File: src/sv/pcc_pkg.sv
`default_nettype none

package pcc_pkg;

  // Command codes carried on the input channel.
  typedef enum logic [2:0] {
    CMD_INC     = 3'd0,
    CMD_DEC     = 3'd1,
    CMD_CLR     = 3'd2,
    CMD_SET_TGT = 3'd3,
    CMD_TICK    = 3'd4,
    CMD_LOAD    = 3'd5,
    CMD_SAVE    = 3'd6
  } cmd_t;

  // Configuration register indexes.
  localparam int unsigned CFG_IDX_W = 1;
  typedef enum logic [CFG_IDX_W-1:0] {
    CFG_SAVE_DELAY  = 1'd0,
    CFG_COUNT_LIMIT = 1'd1
  } cfg_idx_t;

  localparam logic [15:0] SAVE_DELAY_RST  = 16'd5000;
  localparam logic [15:0] COUNT_LIMIT_RST = 16'd999;
  localparam logic [15:0] ELAPSED_MAX     = 16'hFFFF;

  localparam logic [31:0] REC_MAGIC = 32'h5354_4348;
  localparam logic [31:0] CRC_POLY  = 32'hEDB8_8320;
  localparam logic [31:0] CRC_INIT  = 32'hFFFF_FFFF;

  // One accepted command with its operands.
  typedef struct packed {
    logic [2:0]  cmd;
    logic [31:0] target_value;
    logic [31:0] rec_magic;
    logic [31:0] rec_count;
    logic [31:0] rec_target;
    logic [31:0] rec_crc;
  } cmd_item_t;

  // State snapshot after one command, plus its event flags.
  typedef struct packed {
    logic [15:0] count;
    logic [15:0] target;
    logic        dirty;
    logic        save;
    logic        load_ok;
  } res_item_t;

  typedef logic [31:0][31:0] crc_cols_t;

  // Advance a reflected CRC-32 register by 32 zero bits (linear map).
  function automatic logic [31:0] crc_adv(input logic [31:0] crc);
    logic [31:0] x;
    x = crc;
    for (int b = 0; b < 32; b++) begin
      x = (x >> 1) ^ (CRC_POLY & {32{x[0]}});
    end
    return x;
  endfunction

  // Contribution of the initial value and the magic word.
  function automatic logic [31:0] crc_const();
    return ~crc_adv(crc_adv(crc_adv(CRC_INIT ^ REC_MAGIC)));
  endfunction

  // Column j: effect of bit j of a word followed by the given number of advances.
  function automatic crc_cols_t crc_cols(input int unsigned steps);
    crc_cols_t   cols;
    logic [31:0] x;
    for (int j = 0; j < 32; j++) begin
      x = 32'd1 << j;
      for (int s = 0; s < 3; s++) begin
        if (s < steps) begin
          x = crc_adv(x);
        end
      end
      cols[j] = x;
    end
    return cols;
  endfunction

endpackage

`default_nettype wire

File: src/sv/pcc_crc32.sv
`default_nettype none

// Record CRC over magic, count word and target word as a fixed XOR tree.
module pcc_crc32 (
  input  wire logic [31:0] word_count,
  input  wire logic [31:0] word_target,
  output logic      [31:0] crc
);

  localparam logic [31:0]             CRC_K  = pcc_pkg::crc_const();
  localparam pcc_pkg::crc_cols_t      COLS_C = pcc_pkg::crc_cols(2);
  localparam pcc_pkg::crc_cols_t      COLS_T = pcc_pkg::crc_cols(1);

  always_comb begin
    crc = CRC_K;
    for (int j = 0; j < 32; j++) begin
      if (word_count[j]) begin
        crc = crc ^ COLS_C[j];
      end
      if (word_target[j]) begin
        crc = crc ^ COLS_T[j];
      end
    end
  end

endmodule

`default_nettype wire

File: src/sv/pcc_state.sv
`default_nettype none

// Counter state and per-command update; registers one result per transfer.
module pcc_state (
  input  wire logic               clk,
  input  wire logic               rst_n,
  input  wire logic [15:0]        save_delay,
  input  wire logic [15:0]        count_limit,
  input  wire logic               cmd_valid,
  output logic                    cmd_ready,
  input  wire pcc_pkg::cmd_item_t cmd_item,
  output logic                    res_valid,
  input  wire logic               res_ready,
  output pcc_pkg::res_item_t      res_item
);

  logic [15:0]        count_r, count_nxt;
  logic [15:0]        target_r, target_nxt;
  logic               dirty_r, dirty_nxt;
  logic [15:0]        elapsed_r, elapsed_nxt;
  logic               res_valid_r;
  pcc_pkg::res_item_t res_r, res_nxt;

  logic [31:0] load_crc;
  logic        load_match;
  logic        do_save;
  logic [31:0] limit_w;
  logic        advance;

  pcc_crc32 u_load_crc (
    .word_count  (cmd_item.rec_count),
    .word_target (cmd_item.rec_target),
    .crc         (load_crc)
  );

  assign limit_w    = {16'd0, count_limit};
  assign load_match = (cmd_item.rec_magic == pcc_pkg::REC_MAGIC) &&
                      (load_crc == cmd_item.rec_crc);
  assign cmd_ready  = !res_valid_r || res_ready;
  assign advance    = cmd_valid && cmd_ready;

  always_comb begin
    count_nxt   = count_r;
    target_nxt  = target_r;
    dirty_nxt   = dirty_r;
    elapsed_nxt = elapsed_r;
    do_save     = 1'b0;
    res_nxt     = '0;
    case (cmd_item.cmd)
      pcc_pkg::CMD_INC: begin
        if (count_r < count_limit) begin
          count_nxt   = count_r + 16'd1;
          dirty_nxt   = 1'b1;
          elapsed_nxt = '0;
        end
      end
      pcc_pkg::CMD_DEC: begin
        if (count_r != 16'd0) begin
          count_nxt   = count_r - 16'd1;
          dirty_nxt   = 1'b1;
          elapsed_nxt = '0;
        end
      end
      pcc_pkg::CMD_CLR: begin
        count_nxt   = '0;
        dirty_nxt   = 1'b1;
        elapsed_nxt = '0;
      end
      pcc_pkg::CMD_SET_TGT: begin
        target_nxt  = (cmd_item.target_value > limit_w) ? count_limit
                                                        : cmd_item.target_value[15:0];
        dirty_nxt   = 1'b1;
        elapsed_nxt = '0;
      end
      pcc_pkg::CMD_TICK: begin
        if (dirty_r) begin
          if (elapsed_r != pcc_pkg::ELAPSED_MAX) begin
            elapsed_nxt = elapsed_r + 16'd1;
          end
          do_save = (elapsed_nxt >= save_delay);
        end
      end
      pcc_pkg::CMD_LOAD: begin
        if (load_match) begin
          count_nxt  = (cmd_item.rec_count > limit_w) ? count_limit
                                                      : cmd_item.rec_count[15:0];
          target_nxt = (cmd_item.rec_target > limit_w) ? count_limit
                                                       : cmd_item.rec_target[15:0];
        end else begin
          count_nxt  = '0;
          target_nxt = '0;
        end
        dirty_nxt   = 1'b0;
        elapsed_nxt = '0;
      end
      pcc_pkg::CMD_SAVE: begin
        do_save = 1'b1;
      end
      default: begin
      end
    endcase
    if (do_save) begin
      dirty_nxt   = 1'b0;
      elapsed_nxt = '0;
    end
    res_nxt.count   = count_nxt;
    res_nxt.target  = target_nxt;
    res_nxt.dirty   = dirty_nxt;
    res_nxt.save    = do_save;
    res_nxt.load_ok = (cmd_item.cmd == pcc_pkg::CMD_LOAD) && load_match;
  end

  always_ff @(posedge clk) begin
    if (!rst_n) begin
      count_r     <= '0;
      target_r    <= '0;
      dirty_r     <= 1'b0;
      elapsed_r   <= '0;
      res_valid_r <= 1'b0;
    end else begin
      if (advance) begin
        count_r   <= count_nxt;
        target_r  <= target_nxt;
        dirty_r   <= dirty_nxt;
        elapsed_r <= elapsed_nxt;
      end
      if (cmd_ready) begin
        res_valid_r <= cmd_valid;
      end
    end
  end

  always_ff @(posedge clk) begin
    if (advance) begin
      res_r <= res_nxt;
    end
  end

  assign res_valid = res_valid_r;
  assign res_item  = res_r;

endmodule

`default_nettype wire

File: src/sv/pcc_out.sv
`default_nettype none

// Save CRC over the committed values and the output register.
module pcc_out (
  input  wire logic              clk,
  input  wire logic              rst_n,
  input  wire logic              res_valid,
  output logic                   res_ready,
  input  wire pcc_pkg::res_item_t res_item,
  output logic                   out_valid,
  input  wire logic              out_ready,
  output logic [15:0]            out_count_now,
  output logic [15:0]            out_target_now,
  output logic                   out_dirty_now,
  output logic                   out_save_strobe,
  output logic [31:0]            out_save_crc,
  output logic                   out_load_ok
);

  logic        out_valid_r;
  logic [15:0] count_r, target_r;
  logic        dirty_r, save_r, load_ok_r;
  logic [31:0] crc_r;
  logic [31:0] save_crc;

  pcc_crc32 u_save_crc (
    .word_count  ({16'd0, res_item.count}),
    .word_target ({16'd0, res_item.target}),
    .crc         (save_crc)
  );

  assign res_ready = !out_valid_r || out_ready;

  always_ff @(posedge clk) begin
    if (!rst_n) begin
      out_valid_r <= 1'b0;
    end else if (res_ready) begin
      out_valid_r <= res_valid;
    end
  end

  always_ff @(posedge clk) begin
    if (res_valid && res_ready) begin
      count_r   <= res_item.count;
      target_r  <= res_item.target;
      dirty_r   <= res_item.dirty;
      save_r    <= res_item.save;
      load_ok_r <= res_item.load_ok;
      crc_r     <= res_item.save ? save_crc : 32'd0;
    end
  end

  assign out_valid       = out_valid_r;
  assign out_count_now   = count_r;
  assign out_target_now  = target_r;
  assign out_dirty_now   = dirty_r;
  assign out_save_strobe = save_r;
  assign out_save_crc    = crc_r;
  assign out_load_ok     = load_ok_r;

endmodule

`default_nettype wire

File: src/sv/persistent_counter_with_crc_commit.sv
`default_nettype none

// Persistent up/down counter with a deferred, CRC-protected commit. Each
// input transfer carries one command (increment, decrement, clear, set
// target, millisecond tick, load record, save now) and yields exactly one
// output transfer with the count, target and dirty mark after the command,
// a save strobe with the record's reflected CRC-32 (magic, count, target as
// 32-bit words; zero when no save) and a load-accepted flag. The block is a
// three-stage pipeline: input register, state update, output register with
// the save CRC. It takes one command per clock cycle with both channels
// flowing; a command's result passes the input register, the state register
// and the output register in that order before out_valid rises. The state is
// updated once per command, so each command sees the state left by the one before it.
// Configuration (save delay, count limit) may be written only while the
// block is idle.
module persistent_counter_with_crc_commit (
  input  wire logic                              clk,
  input  wire logic                              rst_n,
  // configuration write port
  input  wire logic                              cfg_we,
  input  wire logic [pcc_pkg::CFG_IDX_W-1:0]     cfg_index,
  input  wire logic [15:0]                       cfg_wdata,
  // command channel
  input  wire logic                              in_valid,
  output logic                                   in_ready,
  input  wire logic [2:0]                        in_cmd,
  input  wire logic [31:0]                       in_target_value,
  input  wire logic [31:0]                       in_rec_magic,
  input  wire logic [31:0]                       in_rec_count,
  input  wire logic [31:0]                       in_rec_target,
  input  wire logic [31:0]                       in_rec_crc,
  // result channel
  output logic                                   out_valid,
  input  wire logic                              out_ready,
  output logic [15:0]                            out_count_now,
  output logic [15:0]                            out_target_now,
  output logic                                   out_dirty_now,
  output logic                                   out_save_strobe,
  output logic [31:0]                            out_save_crc,
  output logic                                   out_load_ok
);

  // config registers
  logic [15:0] save_delay_r;
  logic [15:0] count_limit_r;

  // input stage
  logic               s1_valid_r;
  pcc_pkg::cmd_item_t s1_item_r;
  logic               s1_ready;

  // state stage to output stage
  logic               s2_valid;
  logic               s2_ready;
  pcc_pkg::res_item_t s2_item;

  always_ff @(posedge clk) begin
    if (!rst_n) begin
      save_delay_r  <= pcc_pkg::SAVE_DELAY_RST;
      count_limit_r <= pcc_pkg::COUNT_LIMIT_RST;
    end else if (cfg_we) begin
      case (cfg_index)
        pcc_pkg::CFG_SAVE_DELAY:  save_delay_r  <= cfg_wdata;
        pcc_pkg::CFG_COUNT_LIMIT: count_limit_r <= cfg_wdata;
        default: begin
        end
      endcase
    end
  end

  // Input register: refills in the same cycle its content moves on.
  assign in_ready = !s1_valid_r || s1_ready;

  always_ff @(posedge clk) begin
    if (!rst_n) begin
      s1_valid_r <= 1'b0;
    end else if (in_ready) begin
      s1_valid_r <= in_valid;
    end
  end

  always_ff @(posedge clk) begin
    if (in_valid && in_ready) begin
      s1_item_r.cmd          <= in_cmd;
      s1_item_r.target_value <= in_target_value;
      s1_item_r.rec_magic    <= in_rec_magic;
      s1_item_r.rec_count    <= in_rec_count;
      s1_item_r.rec_target   <= in_rec_target;
      s1_item_r.rec_crc      <= in_rec_crc;
    end
  end

  // Count/target/dirty/elapsed live here; load CRC check is in this stage.
  pcc_state u_state (
    .clk         (clk),
    .rst_n       (rst_n),
    .save_delay  (save_delay_r),
    .count_limit (count_limit_r),
    .cmd_valid   (s1_valid_r),
    .cmd_ready   (s1_ready),
    .cmd_item    (s1_item_r),
    .res_valid   (s2_valid),
    .res_ready   (s2_ready),
    .res_item    (s2_item)
  );

  // Save CRC depends only on the committed values, so it sits one stage later.
  pcc_out u_out (
    .clk             (clk),
    .rst_n           (rst_n),
    .res_valid       (s2_valid),
    .res_ready       (s2_ready),
    .res_item        (s2_item),
    .out_valid       (out_valid),
    .out_ready       (out_ready),
    .out_count_now   (out_count_now),
    .out_target_now  (out_target_now),
    .out_dirty_now   (out_dirty_now),
    .out_save_strobe (out_save_strobe),
    .out_save_crc    (out_save_crc),
    .out_load_ok     (out_load_ok)
  );

endmodule

`default_nettype wire
File: config.mk
export PLATFORM = sky130hd
export DESIGN_NAME = persistent_counter_with_crc_commit
export DESIGN_NICKNAME = d
export VERILOG_FILES = /design/src/sv/pcc_pkg.sv /design/src/sv/pcc_crc32.sv /design/src/sv/pcc_state.sv /design/src/sv/pcc_out.sv /design/src/sv/persistent_counter_with_crc_commit.sv
export SDC_FILE = /design/constraint.sdc
export NUM_CORES = 1
export LEC_CHECK = 0
export BUFFER_PORTS_ARGS = -buffer_cell sky130_fd_sc_hd__buf_2
export CAP_MARGIN = 20
export CORE_UTILIZATION = 40
export DETAILED_ROUTE_END_ITERATION = 8
export SLEW_MARGIN = 20
export SYNTH_ARGS = -nofsm -noshare
export SYNTH_HDL_FRONTEND = slang
export SYNTH_SLANG_ARGS = --single-unit
File: constraint.sdc
create_clock -name clk -period 9.5 [get_ports clk]
set_input_delay 0.95 -clock clk [delete_from_list [all_inputs] [get_ports clk]]
set_output_delay 0.95 -clock clk [all_outputs]
set_load 0.01 [all_outputs]
==> metrics.csv <==
metric,value,unit
outcome,"complete, no violations",
Tmin final,5540,ps
Crit path max-delay family,XOR/XNOR gates,
number of logic stages on the critical path including buffering,11,
max_slew headroom,24.79,%
P_leak,9.863,nW
Area contributors post-synth,"edfxtp_1, xnor2_1, dfxtp_1, xnor3_1, xor2_1",
Synth area leader,edfxtp_1,
CTS tree,yes,
routed wire length,75190,um
largest net degree at the start of global routing,161,
"Design Area, Final",0.02618,sq mm
Setup TNS,0,ps
CP most frequent cell,xnor2_1,
Setup crit start kind,flop,
Yosys cell types,80,
fraction of registers with async set/reset,0,%
multi-input logic area,0.01275,sq mm
fraction of layout cells with a size suffix above 1,16.66,%
Final Hold Viols,0,
"Clk Latency, worst-skew pair",590,ps
# DRC,0,
# rows,87,
Syn Area/Cell,11.17,sq um
Initial DRT Pass Iterations,5,
max cap viols,0,
vias,16580,
Core Box Area,0.05682,sq mm
total power,5.816,mW
RD Place Congestion,0.9996,
Die Area,0.05888,sq mm
Reg area,0.009639,sq mm
final worst setup slack,3960,ps
via count of the first global-routing pass,16140,
Critical Path End Type,flop,
initial drt markers,1741,
"Slowest-stage cell, CP",edfxtp_1,
count of antenna-violating nets left after detailed routing,0,
I/O pin count,254,
Max Transition Viols Final,0,
die height,242.7,um
synthesized cell area,0.02316,sq mm
post-layout util,46.08,%
Reg2Reg Depth,11,
IO buf count,253,
DP Area,0.02493,sq mm
slowest cell delay on critical path,820,ps
initial antenna violation count,4,
Synthesis Warnings,0,
fin nets,2508,
worst min path class,flop to flop,
CTS hold repair buffers,0,
Synth top area share,34.35,%
WP data required,9990,ps
worst path cell trace,xnor2_1 -> xnor2_1 -> xor2_1 -> xnor3_1 -> or3_1 -> a2111oi_2 -> o2111ai_1 -> or4_2 -> buf_4 -> o22a_1 -> a221oi_2,
CP bufs+invs,1,
worst-margin pin slew,1128,ps
CP max FO,53,
RSZ-0062 raised after global routing,false,
wire per inst,24.85,um
grt total ovfl,0,
Hold Crit Depth,0,
Sink Count,349,
Detail Placement HPWL,56810,um
fin crit share,58.32,%
Post-Syn Instances,2074,
pre-CTS WS,4162,ps
"CTS clk-pin slew, worst paths",60,ps
Starting Density,40.77,%
CTS buffer count,39,
Post-Syn Nets,2342,
filler cell count,5353,
number of buffers added for setup after CTS,0,
maximum root-to-sink buffer count,3,
Worst VDD drop,0.1592,mV
sequential area share after synthesis,41.61,%
first-pass GRT wire length,109100,um
Tot GR Track Use,25.13,%
main flop type after synthesis,edfxtp_1,
pwr dens,222.1,mW/mm^2
crit path DAT,6030,ps
CTS resizes,0,
Clock Skews,31.03,ps
Final setup viols,0,
kind of critical path,flop to flop,
Peak Freq,180.5,MHz
H-tree Lvls,2,
Synth Register Bits,349,
number of flops mapped to enable cells by yosys,265,
Die X,242.7,um
P&R area growth vs syn,13.03,%
Clock Tree Root,clkbuf_16,
drt via density,5.478,
==> final cells by class <==
| type | instances | share of cell area [%] |
|---|---|---|
| multi-input cells | 1530 | 48.70 |
| well taps | 756 | 3.613 |
| flip-flops and latches | 349 | 36.82 |
| repair buffers | 272 | 5.429 |
| diodes | 1 | 0.009557 |
| clock inverters | 21 | 0.8745 |
| inverters | 48 | 0.6881 |
| clock buffers | 49 | 3.871 |
==> worst reg2reg max path, cell delays in order, from the launching register on <==
cell,delay [ps]
edfxtp_1,820
xnor2_1,320
xnor2_1,620
xor2_1,590
xnor3_1,360
or3_1,380
a2111oi_2,590
o2111ai_1,180
or4_2,680
buf_4,330
o22a_1,310
a221oi_2,260
==> report_power, final <==
group / total (mW) / internal (mW) / switching, mW
logic: 2.37 / 1.19 / 1.18
clock network: 1.50 / 0.847 / 0.653
registers: 1.95 / 1.78 / 0.172
==> metal layers <==
| metal | track usage (%) | part of all wire [%] |
|---|---|---|
| met1 | 35.06 | 44 |
| met2 | 39.07 | 45 |
| met3 | 5.009 | 7.8 |
| met4 | 7.936 | 3.2 |
| met5 | 0 | 0.052 |
==> stage by stage <==
stage / std cells / hold WS, ps
6_report: 3026 / 418.8
5_1_grt: 3025 / 442.2
4_1_cts: 3025 / 421.4
3_5_place_dp: 2955 / 405.7
3_3_place_gp: 2955 / 409.8
2_1_floorplan: 2074 / 400.3
==> state kept, by name, indices dropped and copies added (netlist names) <==
register,count
s1_valid_r,1
u_state.dirty_r,1
u_out.out_save_crc,32
s1_item_r,163
u_state.count_r,16
u_state.target_r,16
u_state.res_item,35
u_out.out_dirty_now,1
u_state.res_valid,1
u_out.out_save_strobe,1
count_limit_r,16
save_delay_r,16
u_out.out_count_now,16
u_out.out_load_ok,1
u_out.out_target_now,16
u_state.elapsed_r,16
u_out.out_valid,1
==> final timing paths <==
check / startpoint / endpoint / slack (ps)
worst min register to register: u_state.res_item[2] / u_out.out_dirty_now / 420
worst max register to register: s1_item_r[76] / u_state.count_r[2] / 3960
worst min-delay path: u_state.res_item[2] / u_out.out_dirty_now / 420
worst max-delay path: s1_item_r[76] / u_state.count_r[2] / 3960
==> Yosys cell counts, drive strengths merged, types with 4 or more instances <==
cell type	number
a2111oi	4
a211o	4
a211oi	6
a21o	20
a21oi	88
a22o	7
a22oi	4
a31oi	10
and2	42
and3	18
buf	47
clkbuf	100
dfxtp	84
edfxtp	265
ha	83
inv	48
mux2i	51
nand2	102
nand2b	9
nand3	26
nand4	19
nor2	72
nor2b	14
nor3	21
nor4	23
nor4b	6
o211ai	21
o21a	10
o21ai	54
o221a	24
o22a	19
o22ai	6
o31a	6
o41ai	5
or2	4
or3	15
or4	4
xnor2	514
xnor3	50
xor2	126
xor3	9
==> placed cells by master (no fill, tap or decap), drive strengths merged, types with 7 or more instances in the layout <==
cell type,Yosys,final
nand4,19,19
buf,47,272
o21ai,54,54
o211ai,21,21
o21a,10,10
xnor2,514,514
o22a,19,19
o221a,24,24
a31oi,10,10
and3,18,18
ha,83,83
inv,48,50
nor3,21,21
and2,42,42
nor2b,14,14
nand3,26,26
or3,15,15
clkbuf,100,49
clkinv,0,13
a22o,7,7
nor2,72,72
nand2b,9,9
a21oi,88,88
a21o,20,20
xnor3,50,50
dfxtp,84,84
nand2,102,102
mux2i,51,51
xor3,9,9
edfxtp,265,265
nor4,23,23
xor2,126,126
==> kinds of logic after synthesis <==
kind of cell	share of synthesized area, %
AOI/OAI and AO/OA	9.474
xor gates and xnor gates	30.19
adders and majority gates	4.483
buffers and inverters	3.554
DFF	41.61
muxes	2.301
and+or+nand+nor	8.383
No activity file was read; power rests on OpenSTA's default activity.
